### src/itrs_pkg.sv
// Shared types and constants for the integer-to-radix-string converter.
// No dependencies; imported by itrs_divider and integer_to_radix_string.
package itrs_pkg;

    localparam int VALUE_WIDTH = 64;
    localparam int BASE_WIDTH  = 6;
    localparam int CHAR_WIDTH  = 8;

    localparam int IN_TDATA_W  = 72;
    localparam int BASE_LSB    = 64;
    localparam int OUT_TDATA_W = 8;

    localparam int CHUNK_BITS  = 8;
    localparam int DIV_STEPS   = (VALUE_WIDTH + CHUNK_BITS - 1) / CHUNK_BITS;
    localparam int PAD_WIDTH   = DIV_STEPS * CHUNK_BITS;
    localparam int STEP_W      = $clog2(DIV_STEPS + 1);

    localparam int BUF_DEPTH   = VALUE_WIDTH;
    localparam int BUF_AW      = $clog2(BUF_DEPTH);
    localparam int CNT_W       = $clog2(BUF_DEPTH + 1);

    localparam logic [BASE_WIDTH-1:0] BASE_MIN = 6'd2;
    localparam logic [BASE_WIDTH-1:0] BASE_MAX = 6'd36;
    localparam logic [BASE_WIDTH-1:0] BASE_DEC = 6'd10;

    localparam logic [CHAR_WIDTH-1:0] CH_NUL     = 8'h00;
    localparam logic [CHAR_WIDTH-1:0] CH_MINUS   = 8'h2d;
    localparam logic [CHAR_WIDTH-1:0] CH_ZERO    = 8'h30;
    localparam logic [CHAR_WIDTH-1:0] CH_LOWER_A = 8'h61;

    typedef enum logic [2:0] {
        S_IDLE,
        S_INV,
        S_SIGN,
        S_DSTART,
        S_DWAIT,
        S_PRE,
        S_EMIT
    } t_state;

    function automatic logic [CHAR_WIDTH-1:0] digit_char(input logic [BASE_WIDTH-1:0] d);
        logic [CHAR_WIDTH-1:0] ext;
        ext = {{(CHAR_WIDTH-BASE_WIDTH){1'b0}}, d};
        if (d < BASE_DEC) begin
            return CH_ZERO + ext;
        end
        return CH_LOWER_A + ext - {{(CHAR_WIDTH-BASE_WIDTH){1'b0}}, BASE_DEC};
    endfunction

endpackage

### src/itrs_divider.sv
// Iterative divider: VALUE_WIDTH-bit dividend by a 6-bit base, CHUNK_BITS
// quotient bits per cycle. Depends on itrs_pkg.
module itrs_divider (
    input  logic                                 i_clk,
    input  logic                                 i_rst_n,
    input  logic                                 i_start,
    input  logic [itrs_pkg::VALUE_WIDTH-1:0]     i_dividend,
    input  logic [itrs_pkg::BASE_WIDTH-1:0]      i_base,
    output logic                                 o_done,
    output logic [itrs_pkg::VALUE_WIDTH-1:0]     o_quotient,
    output logic [itrs_pkg::BASE_WIDTH-1:0]      o_remainder
);
    import itrs_pkg::*;

    logic                  r_busy;
    logic                  r_done;
    logic [STEP_W-1:0]     r_step;
    logic [PAD_WIDTH-1:0]  r_quo;
    logic [BASE_WIDTH-1:0] r_rem;

    logic [PAD_WIDTH-1:0]  n_quo;
    logic [BASE_WIDTH-1:0] n_rem;

    always_comb begin
        logic [BASE_WIDTH:0]   t;
        logic [BASE_WIDTH-1:0] rem;
        logic [CHUNK_BITS-1:0] bits;
        logic [CHUNK_BITS-1:0] qbits;
        rem   = r_rem;
        bits  = r_quo[PAD_WIDTH-1 -: CHUNK_BITS];
        qbits = '0;
        for (int k = CHUNK_BITS - 1; k >= 0; k--) begin
            t = {rem, bits[k]};
            if (t >= {1'b0, i_base}) begin
                t        = t - {1'b0, i_base};
                qbits[k] = 1'b1;
            end
            rem = t[BASE_WIDTH-1:0];
        end
        n_rem = rem;
        n_quo = (r_quo << CHUNK_BITS) | {{(PAD_WIDTH-CHUNK_BITS){1'b0}}, qbits};
    end

    always_ff @(posedge i_clk) begin
        if (!i_rst_n) begin
            r_busy <= 1'b0;
            r_done <= 1'b0;
            r_step <= '0;
        end else if (i_start) begin
            r_busy <= 1'b1;
            r_done <= 1'b0;
            r_step <= STEP_W'(DIV_STEPS - 1);
        end else if (r_busy) begin
            r_step <= r_step - 1'b1;
            if (r_step == '0) begin
                r_busy <= 1'b0;
                r_done <= 1'b1;
            end
        end else begin
            r_done <= 1'b0;
        end
    end

    always_ff @(posedge i_clk) begin
        if (i_start) begin
            r_quo <= {{(PAD_WIDTH-VALUE_WIDTH){1'b0}}, i_dividend};
            r_rem <= '0;
        end else if (r_busy) begin
            r_quo <= n_quo;
            r_rem <= n_rem;
        end
    end

    assign o_done      = r_done;
    assign o_quotient  = r_quo[VALUE_WIDTH-1:0];
    assign o_remainder = r_rem;

    a_done_after_busy: assert property (@(posedge i_clk) disable iff (!i_rst_n)
        $rose(r_done) |-> $past(r_busy) && $past(r_step) == '0)
        else $error("divider done without finishing its steps");
    a_rem_below_base: assert property (@(posedge i_clk) disable iff (!i_rst_n)
        r_done && i_base != '0 |-> r_rem < i_base)
        else $error("divider remainder not below base");
    a_busy_done_excl: assert property (@(posedge i_clk) disable iff (!i_rst_n)
        !(r_busy && r_done))
        else $error("divider busy and done together");

endmodule

### src/integer_to_radix_string.sv
// Integer to radix string converter, top level.
// Depends on itrs_pkg and itrs_divider.
//
// Slave channel takes one beat: a value (signed only in base 10) and a base (2 to 36).
// Master channel gives one beat per ASCII character, most significant digit
// first, tlast on the final one. In base 10 a negative value starts with '-'.
// A base outside 2..36 gives a single beat with tuser set and data 0.
// o_s_tready is high only while no conversion is in progress; one value is
// worked on at a time.
// Each digit is one pass of the shared divider, an 8-bit-per-cycle restoring
// divider. A value of D digits is divided D times, then given as D beats at
// one per cycle from the digit memory while the master side does not stall;
// worst case is base 2 with 64 digits.
// Results leave through an output register, so a stall on the master side
// only holds the current beat and pauses the sequencer; nothing is lost.
// Synchronous active-low reset returns to idle with the output empty.
module integer_to_radix_string (
    input  logic                               i_clk,
    input  logic                               i_rst_n,
    input  logic                               i_s_tvalid,
    output logic                               o_s_tready,
    input  logic [itrs_pkg::IN_TDATA_W-1:0]    i_s_tdata,   // value[63:0], base[69:64], 0
    output logic                               o_m_tvalid,
    input  logic                               i_m_tready,
    output logic [itrs_pkg::OUT_TDATA_W-1:0]   o_m_tdata,   // character[7:0]
    output logic                               o_m_tlast,
    output logic [0:0]                         o_m_tuser    // invalid_base[0]
);
    import itrs_pkg::*;

    t_state                 r_state, n_state;
    logic [VALUE_WIDTH-1:0] r_val;
    logic [BASE_WIDTH-1:0]  r_base;
    logic [CNT_W-1:0]       r_cnt;
    logic [BUF_AW-1:0]      r_idx, n_idx;
    logic [BASE_WIDTH-1:0]  r_mem [BUF_DEPTH];
    logic [BASE_WIDTH-1:0]  r_rd_data;

    logic                   r_out_valid;
    logic [CHAR_WIDTH-1:0]  r_out_char, n_out_char;
    logic                   r_out_last, n_out_last;
    logic                   r_out_inv, n_out_inv;
    logic                   w_load;

    logic [VALUE_WIDTH-1:0] w_in_value;
    logic [BASE_WIDTH-1:0]  w_in_base;
    logic                   w_in_bad;
    logic                   w_in_neg;
    logic                   w_s_fire;
    logic                   w_out_free;

    logic                   w_div_start;
    logic [VALUE_WIDTH-1:0] w_div_dividend;
    logic                   w_div_done;
    logic [VALUE_WIDTH-1:0] w_div_quo;
    logic [BASE_WIDTH-1:0]  w_div_rem;
    logic                   w_more;

    assign w_in_value = i_s_tdata[VALUE_WIDTH-1:0];
    assign w_in_base  = i_s_tdata[BASE_LSB +: BASE_WIDTH];
    assign w_in_bad   = (w_in_base < BASE_MIN) || (w_in_base > BASE_MAX);
    assign w_in_neg   = (w_in_base == BASE_DEC) && w_in_value[VALUE_WIDTH-1];
    assign o_s_tready = (r_state == S_IDLE);
    assign w_s_fire   = i_s_tvalid && o_s_tready;
    assign w_out_free = !r_out_valid || i_m_tready;

    assign w_more = (w_div_quo != '0) && (r_cnt != CNT_W'(BUF_DEPTH - 1));

    itrs_divider u_div (
        .i_clk       (i_clk),
        .i_rst_n     (i_rst_n),
        .i_start     (w_div_start),
        .i_dividend  (w_div_dividend),
        .i_base      (r_base),
        .o_done      (w_div_done),
        .o_quotient  (w_div_quo),
        .o_remainder (w_div_rem)
    );

    // next state
    always_comb begin
        n_state = r_state;
        case (r_state)
            S_IDLE: begin
                if (w_s_fire) begin
                    if (w_in_bad) begin
                        n_state = S_INV;
                    end else if (w_in_neg) begin
                        n_state = S_SIGN;
                    end else begin
                        n_state = S_DSTART;
                    end
                end
            end
            S_INV: begin
                if (w_out_free) begin
                    n_state = S_IDLE;
                end
            end
            S_SIGN: begin
                if (w_out_free) begin
                    n_state = S_DSTART;
                end
            end
            S_DSTART: n_state = S_DWAIT;
            S_DWAIT: begin
                if (w_div_done && !w_more) begin
                    n_state = S_PRE;
                end
            end
            S_PRE: n_state = S_EMIT;
            S_EMIT: begin
                if (w_out_free && r_idx == '0) begin
                    n_state = S_IDLE;
                end
            end
            default: n_state = S_IDLE;
        endcase
    end

    // outputs of the sequencer
    always_comb begin
        w_div_start    = 1'b0;
        w_div_dividend = r_val;
        w_load         = 1'b0;
        n_out_char     = CH_NUL;
        n_out_last     = 1'b0;
        n_out_inv      = 1'b0;
        n_idx          = r_idx;
        case (r_state)
            S_INV: begin
                w_load     = w_out_free;
                n_out_last = 1'b1;
                n_out_inv  = 1'b1;
            end
            S_SIGN: begin
                w_load     = w_out_free;
                n_out_char = CH_MINUS;
            end
            S_DSTART: begin
                w_div_start = 1'b1;
            end
            S_DWAIT: begin
                w_div_start    = w_div_done && w_more;
                w_div_dividend = w_div_quo;
            end
            S_PRE: begin
                n_idx = BUF_AW'(r_cnt - 1'b1);
            end
            S_EMIT: begin
                w_load     = w_out_free;
                n_out_char = digit_char(r_rd_data);
                n_out_last = (r_idx == '0);
                if (w_out_free && r_idx != '0) begin
                    n_idx = r_idx - 1'b1;
                end
            end
            default: begin
                w_load = 1'b0;
            end
        endcase
    end

    always_ff @(posedge i_clk) begin
        if (!i_rst_n) begin
            r_state     <= S_IDLE;
            r_out_valid <= 1'b0;
        end else begin
            r_state <= n_state;
            if (w_load) begin
                r_out_valid <= 1'b1;
            end else if (i_m_tready) begin
                r_out_valid <= 1'b0;
            end
        end
    end

    always_ff @(posedge i_clk) begin
        if (!i_rst_n) begin
            r_cnt <= '0;
        end else if (w_s_fire) begin
            r_cnt <= '0;
        end else if (r_state == S_DWAIT && w_div_done) begin
            r_cnt <= r_cnt + 1'b1;
        end
    end

    always_ff @(posedge i_clk) begin
        if (w_s_fire) begin
            r_base <= w_in_base;
            r_val  <= w_in_neg ? (~w_in_value + 1'b1) : w_in_value;
        end else if (r_state == S_DWAIT && w_div_done) begin
            r_val <= w_div_quo;
        end
        r_idx <= n_idx;
        if (w_load) begin
            r_out_char <= n_out_char;
            r_out_last <= n_out_last;
            r_out_inv  <= n_out_inv;
        end
    end

    // digit memory: one write per finished division, one registered read
    always_ff @(posedge i_clk) begin
        if (r_state == S_DWAIT && w_div_done) begin
            r_mem[r_cnt[BUF_AW-1:0]] <= w_div_rem;
        end
        r_rd_data <= r_mem[n_idx];
    end

    assign o_m_tvalid   = r_out_valid;
    assign o_m_tdata    = r_out_char;
    assign o_m_tlast    = r_out_last;
    assign o_m_tuser[0] = r_out_inv;

    a_start_in_div: assert property (@(posedge i_clk) disable iff (!i_rst_n)
        w_div_start |-> (r_state == S_DSTART || r_state == S_DWAIT))
        else $error("divider started outside the divide phase");
    a_idx_in_range: assert property (@(posedge i_clk) disable iff (!i_rst_n)
        r_state == S_EMIT |-> {1'b0, r_idx} < r_cnt)
        else $error("read index beyond stored digits");
    a_cnt_bound: assert property (@(posedge i_clk) disable iff (!i_rst_n)
        r_cnt <= CNT_W'(BUF_DEPTH))
        else $error("digit count overflow");
    a_inv_beat: assert property (@(posedge i_clk) disable iff (!i_rst_n)
        o_m_tvalid && o_m_tuser[0] |-> o_m_tdata == CH_NUL && o_m_tlast)
        else $error("invalid-base beat malformed");
    a_accept_busy: assert property (@(posedge i_clk) disable iff (!i_rst_n)
        w_s_fire |=> r_state != S_IDLE)
        else $error("accepted beat did not start a conversion");

endmodule
### config.mk
export PLATFORM = sky130hd
export DESIGN_NAME = integer_to_radix_string
export DESIGN_NICKNAME = d
export VERILOG_FILES = /design/src/itrs_pkg.sv /design/src/itrs_divider.sv /design/src/integer_to_radix_string.sv
export SDC_FILE = /design/constraint.sdc
export NUM_CORES = 1
export LEC_CHECK = 0
export BUFFER_PORTS_ARGS = -buffer_cell sky130_fd_sc_hd__buf_2
export CORE_UTILIZATION = 60
export CTS_CLUSTER_DIAMETER = 40
export CTS_CLUSTER_SIZE = 40
export DETAILED_ROUTE_END_ITERATION = 8
export PLACE_DENSITY = 0.77
export SYNTH_ARGS = -nofsm -noshare
export SYNTH_HDL_FRONTEND = slang
export SYNTH_SLANG_ARGS = --single-unit
### constraint.sdc
create_clock -name i_clk -period 50.6 [get_ports i_clk]
set_clock_uncertainty 0.05 [all_clocks]
set_input_delay 12.65 -clock i_clk [delete_from_list [all_inputs] [get_ports i_clk]]
set_output_delay 12.65 -clock i_clk [all_outputs]
set_load 0.02 [all_outputs]
==> results.ini, run 1 <==
[drt]
routed_wl_mm=63.1
viasPerCell=6.16
ant_nets=0
drc=0
wl_per_cell_um=21.0
drt-initial-drc-count=1727
first_pass_iters=6
vias=18500

[layout]
nNetsFinal=2503
drive_gt1_share_pct=12.1
layout_commonest_cell=edfxtp_1
instances_no_fill=3004
diodes=0
syn2layout_area_growth_pct=11.2
most-common-layout-cells=528 x edfxtp_1, 428 x nand2_1, 197 x nor2_1, 140 x a21oi_1, 111 x mux2i_1
fillers=3135

[clock_tree]
clkTransAtPathRegs_ns=0.06
clk_latency_ns=0.62
ctsHoldBuffers=0
cts_tree=yes
post_cts_buffers=0
clockRootBuffer=clkbuf_16
clock_sinks=563
cts_resized=0
cts.htree.levels=2
numCtsBuffers=60
ctsLongestPathBuffers=3

[timing]
period_needed_ns=18.46
min_period_over_period_pct=36.5
setup_viol=0
hold_viol=0
finalMaxSlewViolations=0
relSlewSlack_pct=12.5
rsz0062_at_grt=no
worst_pin_slew_ns=1.31
setup-tns-final_ns=0
fmax_ghz=0.0542

[placed_design]
place_inst=2892
hpwl_mm=40.0
io_buffers=85
gp_congestion=0.913

[logic_synthesis]
synth_top_flop_cell=edfxtp_1
yosysSeqAreaShare_pct=60.8
synth.avg_cell_area_sq_um=11.8
synth_nets=2448
synth_edf_count=528
syn_area_sq_mm=0.0272
ys_async_sr_fraction_pct=0
yosys_register_bits=563
syn_inst=2307
ys_types=79
yosysWarnings=0

[global_route]
track_usage_pct=27.6
overflow=0
grt_max_degree=193
grt_antenna_before_repair=0
grt_pass1_wl_mm=99.9
grt_pass1_vias=18200

[die]
rows=77
dieArea_sq_mm=0.0463
start_util_pct=61.2
die_h_um=215
die_width_um=215
core-area_sq_mm=0.0445
ios=88

[worst_setup_path]
critPathMaxFanout=17
ff2ff_path_depth=68
path_class=flop to flop
startpoint_type=flop
slowest_stage=a221oi_1
endpoint_kind=flop
critical_path_arrival_ns=18.90
cp_data_required_time_ns=51.04
cpPeakStageDelay_ns=0.81

[run_status]
status=finished clean

[job]
max_cap_violations=0

[worst_hold_path]
hold_path_class=flop to flop
hold-path-cell-count=2

## kinds of logic after synthesis
family / after synthesis / share of synthesized area (%)
fa+ha+maj: 65 / 3.21
simple gates: 840 / 13.6
flops: 563 / 60.8
compound gates: 401 / 9.54
xor+xnor: 100 / 3.22
buf+inv: 180 / 2.59
mux: 158 / 7.04
## layout make-up
cell class              instances  area, sq um  share of cell area (%)
multi-input cells            1564        10100                    33.2
clock buffers                  65         1560                    5.15
flip-flops and latches        563        16600                    54.7
well taps                     592          741                    2.45
repair buffers                109          618                    2.04
inverters                      64          240                   0.793
clock inverters                47          494                    1.63
## cells in the mapped netlist (13+ instances only)
master    count  area, sq um
edfxtp_1    528        15900
nand2_1     428         1610
nor2_1      197          739
a21oi_1     142          711
mux2i_1     111         1110
clkbuf_1     92          345
inv_1        62          233
ha_1         57          713
and3_1       55          344
o21ai_0      55          275
a211oi_1     53          398
xnor2_1      51          447
xor2_1       49          429
dfxtp_1      35          701
a31oi_1      31          194
nor4_1       28          175
a311oi_1     25          219
mux4_2       24          541
mux2_2       21          236
nor3_1       21          105
nor2b_1      18          113
nand3_1      15         75.1
or3_1        14         87.6
a21o_1       13         97.6
o21a_1       13         97.6
o31ai_1      13         97.6
## sequential cells by signal, indices dropped and copies added, names as in the netlist
signal / flops
r_val: 64
u_div.r_step: 4
u_div.r_busy: 1
r_base: 6
r_rd_data: 6
r_idx: 6
u_div.o_done: 1
o_m_tdata: 8
r_cnt: 7
o_m_tvalid: 1
u_div.o_remainder: 6
o_m_tlast: 1
r_mem: 384
r_state: 3
u_div.o_quotient: 64
o_m_tuser: 1
## final timing paths
| path | endpoint | slack (ns) | from |
|---|---|---|---|
| worst max-delay path | u_div.o_remainder[5] | 32.14 | r_base[1] |
| worst min register to register | u_div.o_quotient[30] | 0.45 | r_val[30] |
| worst max register to register | u_div.o_remainder[5] | 32.14 | r_base[1] |
| worst min-delay path | u_div.o_quotient[30] | 0.45 | r_val[30] |
## per-layer routing
layer | part of all wire (%) | GRT usage [%] | vias to the layer above
met4 | 3.5 | 10.5 | 0
met3 | 6.2 | 3.57 | 134
met1 | 40 | 36.1 | 9044
li1 | - | - | 8623
met5 | 0 | 0 | -
met2 | 51 | 47.3 | 714
## worst max-delay path, delay by kind of cell, from the launching register on
| family | cells | cell delay (ns) |
|---|---|---|
| buffers and inverters | 5 | 0.81 |
| muxes | 8 | 2.86 |
| and+or+nand+nor | 10 | 2.31 |
| AOI/OAI and AO/OA | 37 | 9.13 |
| adders and majority gates | 8 | 2.48 |
| DFF | 1 | 0.69 |
## stage by stage
step,utilization (%),setup WS [ns],hold slack (ns),instance area (sq um)
floorplan,-,34.67,0.408,27200
global placement,63.4,32.54,0.448,28200
detailed placement,63.4,32.28,0.447,28200
CTS,68.0,32.24,0.455,30300
global route,68.0,30.61,0.481,30300
finish,68.0,32.14,0.454,30300
Power of run 1 is not shown: default switching activity piles up to over one toggle a cycle in this logic, so the estimate is an artifact.
==> run 2: changes to the inputs <==
==> constraint.sdc (replaced) <==
create_clock -name i_clk -period 19.2 [get_ports i_clk]
set_clock_uncertainty 0.05 [all_clocks]
set_input_delay 4.8 -clock i_clk [delete_from_list [all_inputs] [get_ports i_clk]]
set_output_delay 4.8 -clock i_clk [all_outputs]
set_load 0.02 [all_outputs]
==> run 2 against run 1 <==
- routed wire length is 0.99% higher
- register-to-register slack worse by 31 ns
- utilization is 0.35 points higher
- fmax up 3.3%
- via count rose by 0.99%
- global-route usage increased by 0.15 points
- flip-flop and latch count stayed put
- critical path depth decreased by 1
- sequential share of layout area is 0.28 points lower
- cell count about the same
- largest cell class unchanged
- first-iteration DRC count up 5.4%
==> results.ini, run 2 (same netlist as run 1, synthesis figures left out) <==
[worst_setup_path]
r2r_start=r_base[1]  ; unchanged
worstSetupStartpoint=r_base[1]  ; unchanged
ff2ff_path_depth=67  ; was 68
worst-r2r-setup-slack_ns=1.33  ; was 32.14 ns
cp_top_family=compound AO/OA/AOI/OAI gates  ; unchanged
path_class=flop to flop  ; unchanged
critPathMaxFanout=17  ; unchanged
critical_path_arrival_ns=18.18  ; was 18.90 ns
cpPeakStageDelay_ns=0.70  ; was 0.81 ns
endpoint_kind=flop  ; unchanged
crit_buf_inv=6  ; was 5
cp_data_required_time_ns=19.51  ; was 51.04 ns
worst_path_most_repeated_cell=ha_1
r2r_end=u_div.o_quotient[0]  ; was u_div.o_remainder[5]
slowest_stage=edfxtp_1  ; was a221oi_1
startpoint_type=flop  ; unchanged

[timing]
hold_viol=0  ; unchanged
setup_viol=0  ; unchanged
rsz0062_at_grt=no  ; unchanged
setup-tns-final_ns=0  ; unchanged
worst_pin_slew_ns=1.19  ; was 1.31 ns
min_period_over_period_pct=93.1  ; was 36.5%
relSlewSlack_pct=20.9  ; was 12.5%
period_needed_ns=17.87  ; was 18.46 ns
fmax_ghz=0.0560  ; was 0.0542 GHz
setup_slack_ns=1.33  ; was 32.14 ns
finalMaxSlewViolations=0  ; unchanged

[drt]
drc=0  ; unchanged
ant_nets=0  ; unchanged
vias=18700  ; was 18,500
routed_wl_mm=63.8  ; was 63.1 mm
viasPerCell=6.23  ; was 6.16
wl_per_cell_um=21.2  ; was 21.0 um
first_pass_iters=5  ; was 6
drt-initial-drc-count=1820  ; was 1,727

[die]
core-area_sq_mm=0.0445  ; unchanged
rows=77  ; unchanged
die_h_um=215  ; unchanged
dieArea_sq_mm=0.0463  ; unchanged
ios=88  ; unchanged
start_util_pct=61.2  ; unchanged
die_width_um=215  ; unchanged

[layout]
final_util_pct=68.4  ; was 68.0%
nNetsFinal=2502  ; was 2,503
most-common-layout-cells=528 x edfxtp_1, 428 x nand2_1, 197 x nor2_1, 140 x a21oi_1, 111 x mux2i_1  ; unchanged
drive_gt1_share_pct=12.2  ; was 12.1%
diodes=0  ; unchanged
layout_commonest_cell=edfxtp_1  ; unchanged
largest_reg_flops=384  ; unchanged
syn2layout_area_growth_pct=11.7  ; was 11.2%

[worst_hold_path]
hold_path_class=flop to flop  ; unchanged
min_from=r_val[29]  ; was r_val[30]
holdPathEnd=u_div.o_quotient[29]  ; was u_div.o_quotient[30]
hold-path-cell-count=2  ; unchanged

[global_route]
grt_pass1_wl_mm=100  ; was 99.9 mm
overflow=0  ; unchanged
met3_usage_pct=3.99  ; was 3.57%
grt_max_degree=169  ; was 193
grt-busiest-layer=met2  ; unchanged
grtUsageMet2_pct=47.8  ; was 47.3%
grt_antenna_before_repair=0  ; unchanged
grt_pass1_vias=18600  ; was 18,200
use_met1_pct=35.6  ; was 36.1%
track_usage_pct=27.8  ; was 27.6%

[placed_design]
hpwl_mm=40.0  ; about the same
pre_cts_ws_ns=1.17  ; was 32.28 ns
io_buffers=85  ; unchanged
gp_congestion=0.901  ; was 0.913

[clock_tree]
cts_tree=yes  ; unchanged
clockRootBuffer=clkbuf_16  ; unchanged
clkTransAtPathRegs_ns=0.07  ; was 0.06 ns
clock_sinks=563  ; unchanged
ctsLongestPathBuffers=3  ; unchanged
cts.htree.levels=2  ; unchanged
clk_latency_ns=0.63  ; was 0.62 ns
numCtsBuffers=58  ; was 60

[job]
max_cap_violations=0  ; unchanged

[run_status]
status=finished clean  ; unchanged

[run 2: cell count changes in the layout (fill, tap and decap cells not counted), moves of 2 or more]
cell,previous run,this run
clkinv_2,3,1
clkinv_1,8,3
clkbuf_1,1,3
inv_6,5,9
clkinv_8,5,0
bufinv_16,4,12
clkbuf_8,4,2
clkinv_4,7,5
[run 2: per-layer routing]
layer  vias to the layer above  part of all wire, %
li1                       8618                    -
met1                      9134                   39
met2                       792                   50
met3                       154                  6.9
met4                         0                  3.6
met5                         -                    0
[run 2: worst reg2reg max path: cells and delay by family, from the launching register on]
family	cells	cell delay (ns)
AND/OR/NAND/NOR	9	2.15
AO/OA/AOI/OAI	36	8.28
adder cells (fa/ha/maj)	8	2.44
flip-flops	1	0.70
multiplexers	8	3.03
buffers and inverters	6	0.99
[run 2: area by class of cell]
type | instances | area (sq um)
clock buffer | 65 | 1540
clock inverter | 45 | 661
fill | 3103 | 14100
inverter | 64 | 240
multi-input combinational | 1564 | 10100
sequential | 563 | 16600
tap | 592 | 741
timing repair buffer | 110 | 626
[run 2: how the worst max path moves through the flow]
stage	to	slack, ns	cells past startpoint
3_5_place_dp	u_div.o_quotient[0]	1.17	67
6_report	u_div.o_quotient[0]	1.33	67
2_1_floorplan	u_div.o_quotient[0]	3.27	69
4_1_cts	u_div.o_quotient[0]	1.16	67
5_1_grt	u_div.o_remainder[3]	0.20	70
3_3_place_gp	u_div.o_quotient[0]	1.53	68
[run 2: stage by stage]
stage | std cells | hold slack (ns) | cell area [sq um]
6_report | 3003 | 0.449 | 30400
5_1_grt | 3003 | 0.473 | 30400
4_1_cts | 3003 | 0.445 | 30400
3_5_place_dp | 2893 | 0.448 | 28200
3_3_place_gp | 2893 | 0.446 | 28200
2_1_floorplan | 2307 | 0.408 | 27200
[run 2: timing repair]
action | CTS | global route
gates resized for setup | 0 | 1
setup buffers | 0 | 0
hold buffers | 0 | 0
setup endpoints to repair | 0 | 4
Power of run 2 is left out for the same reason.
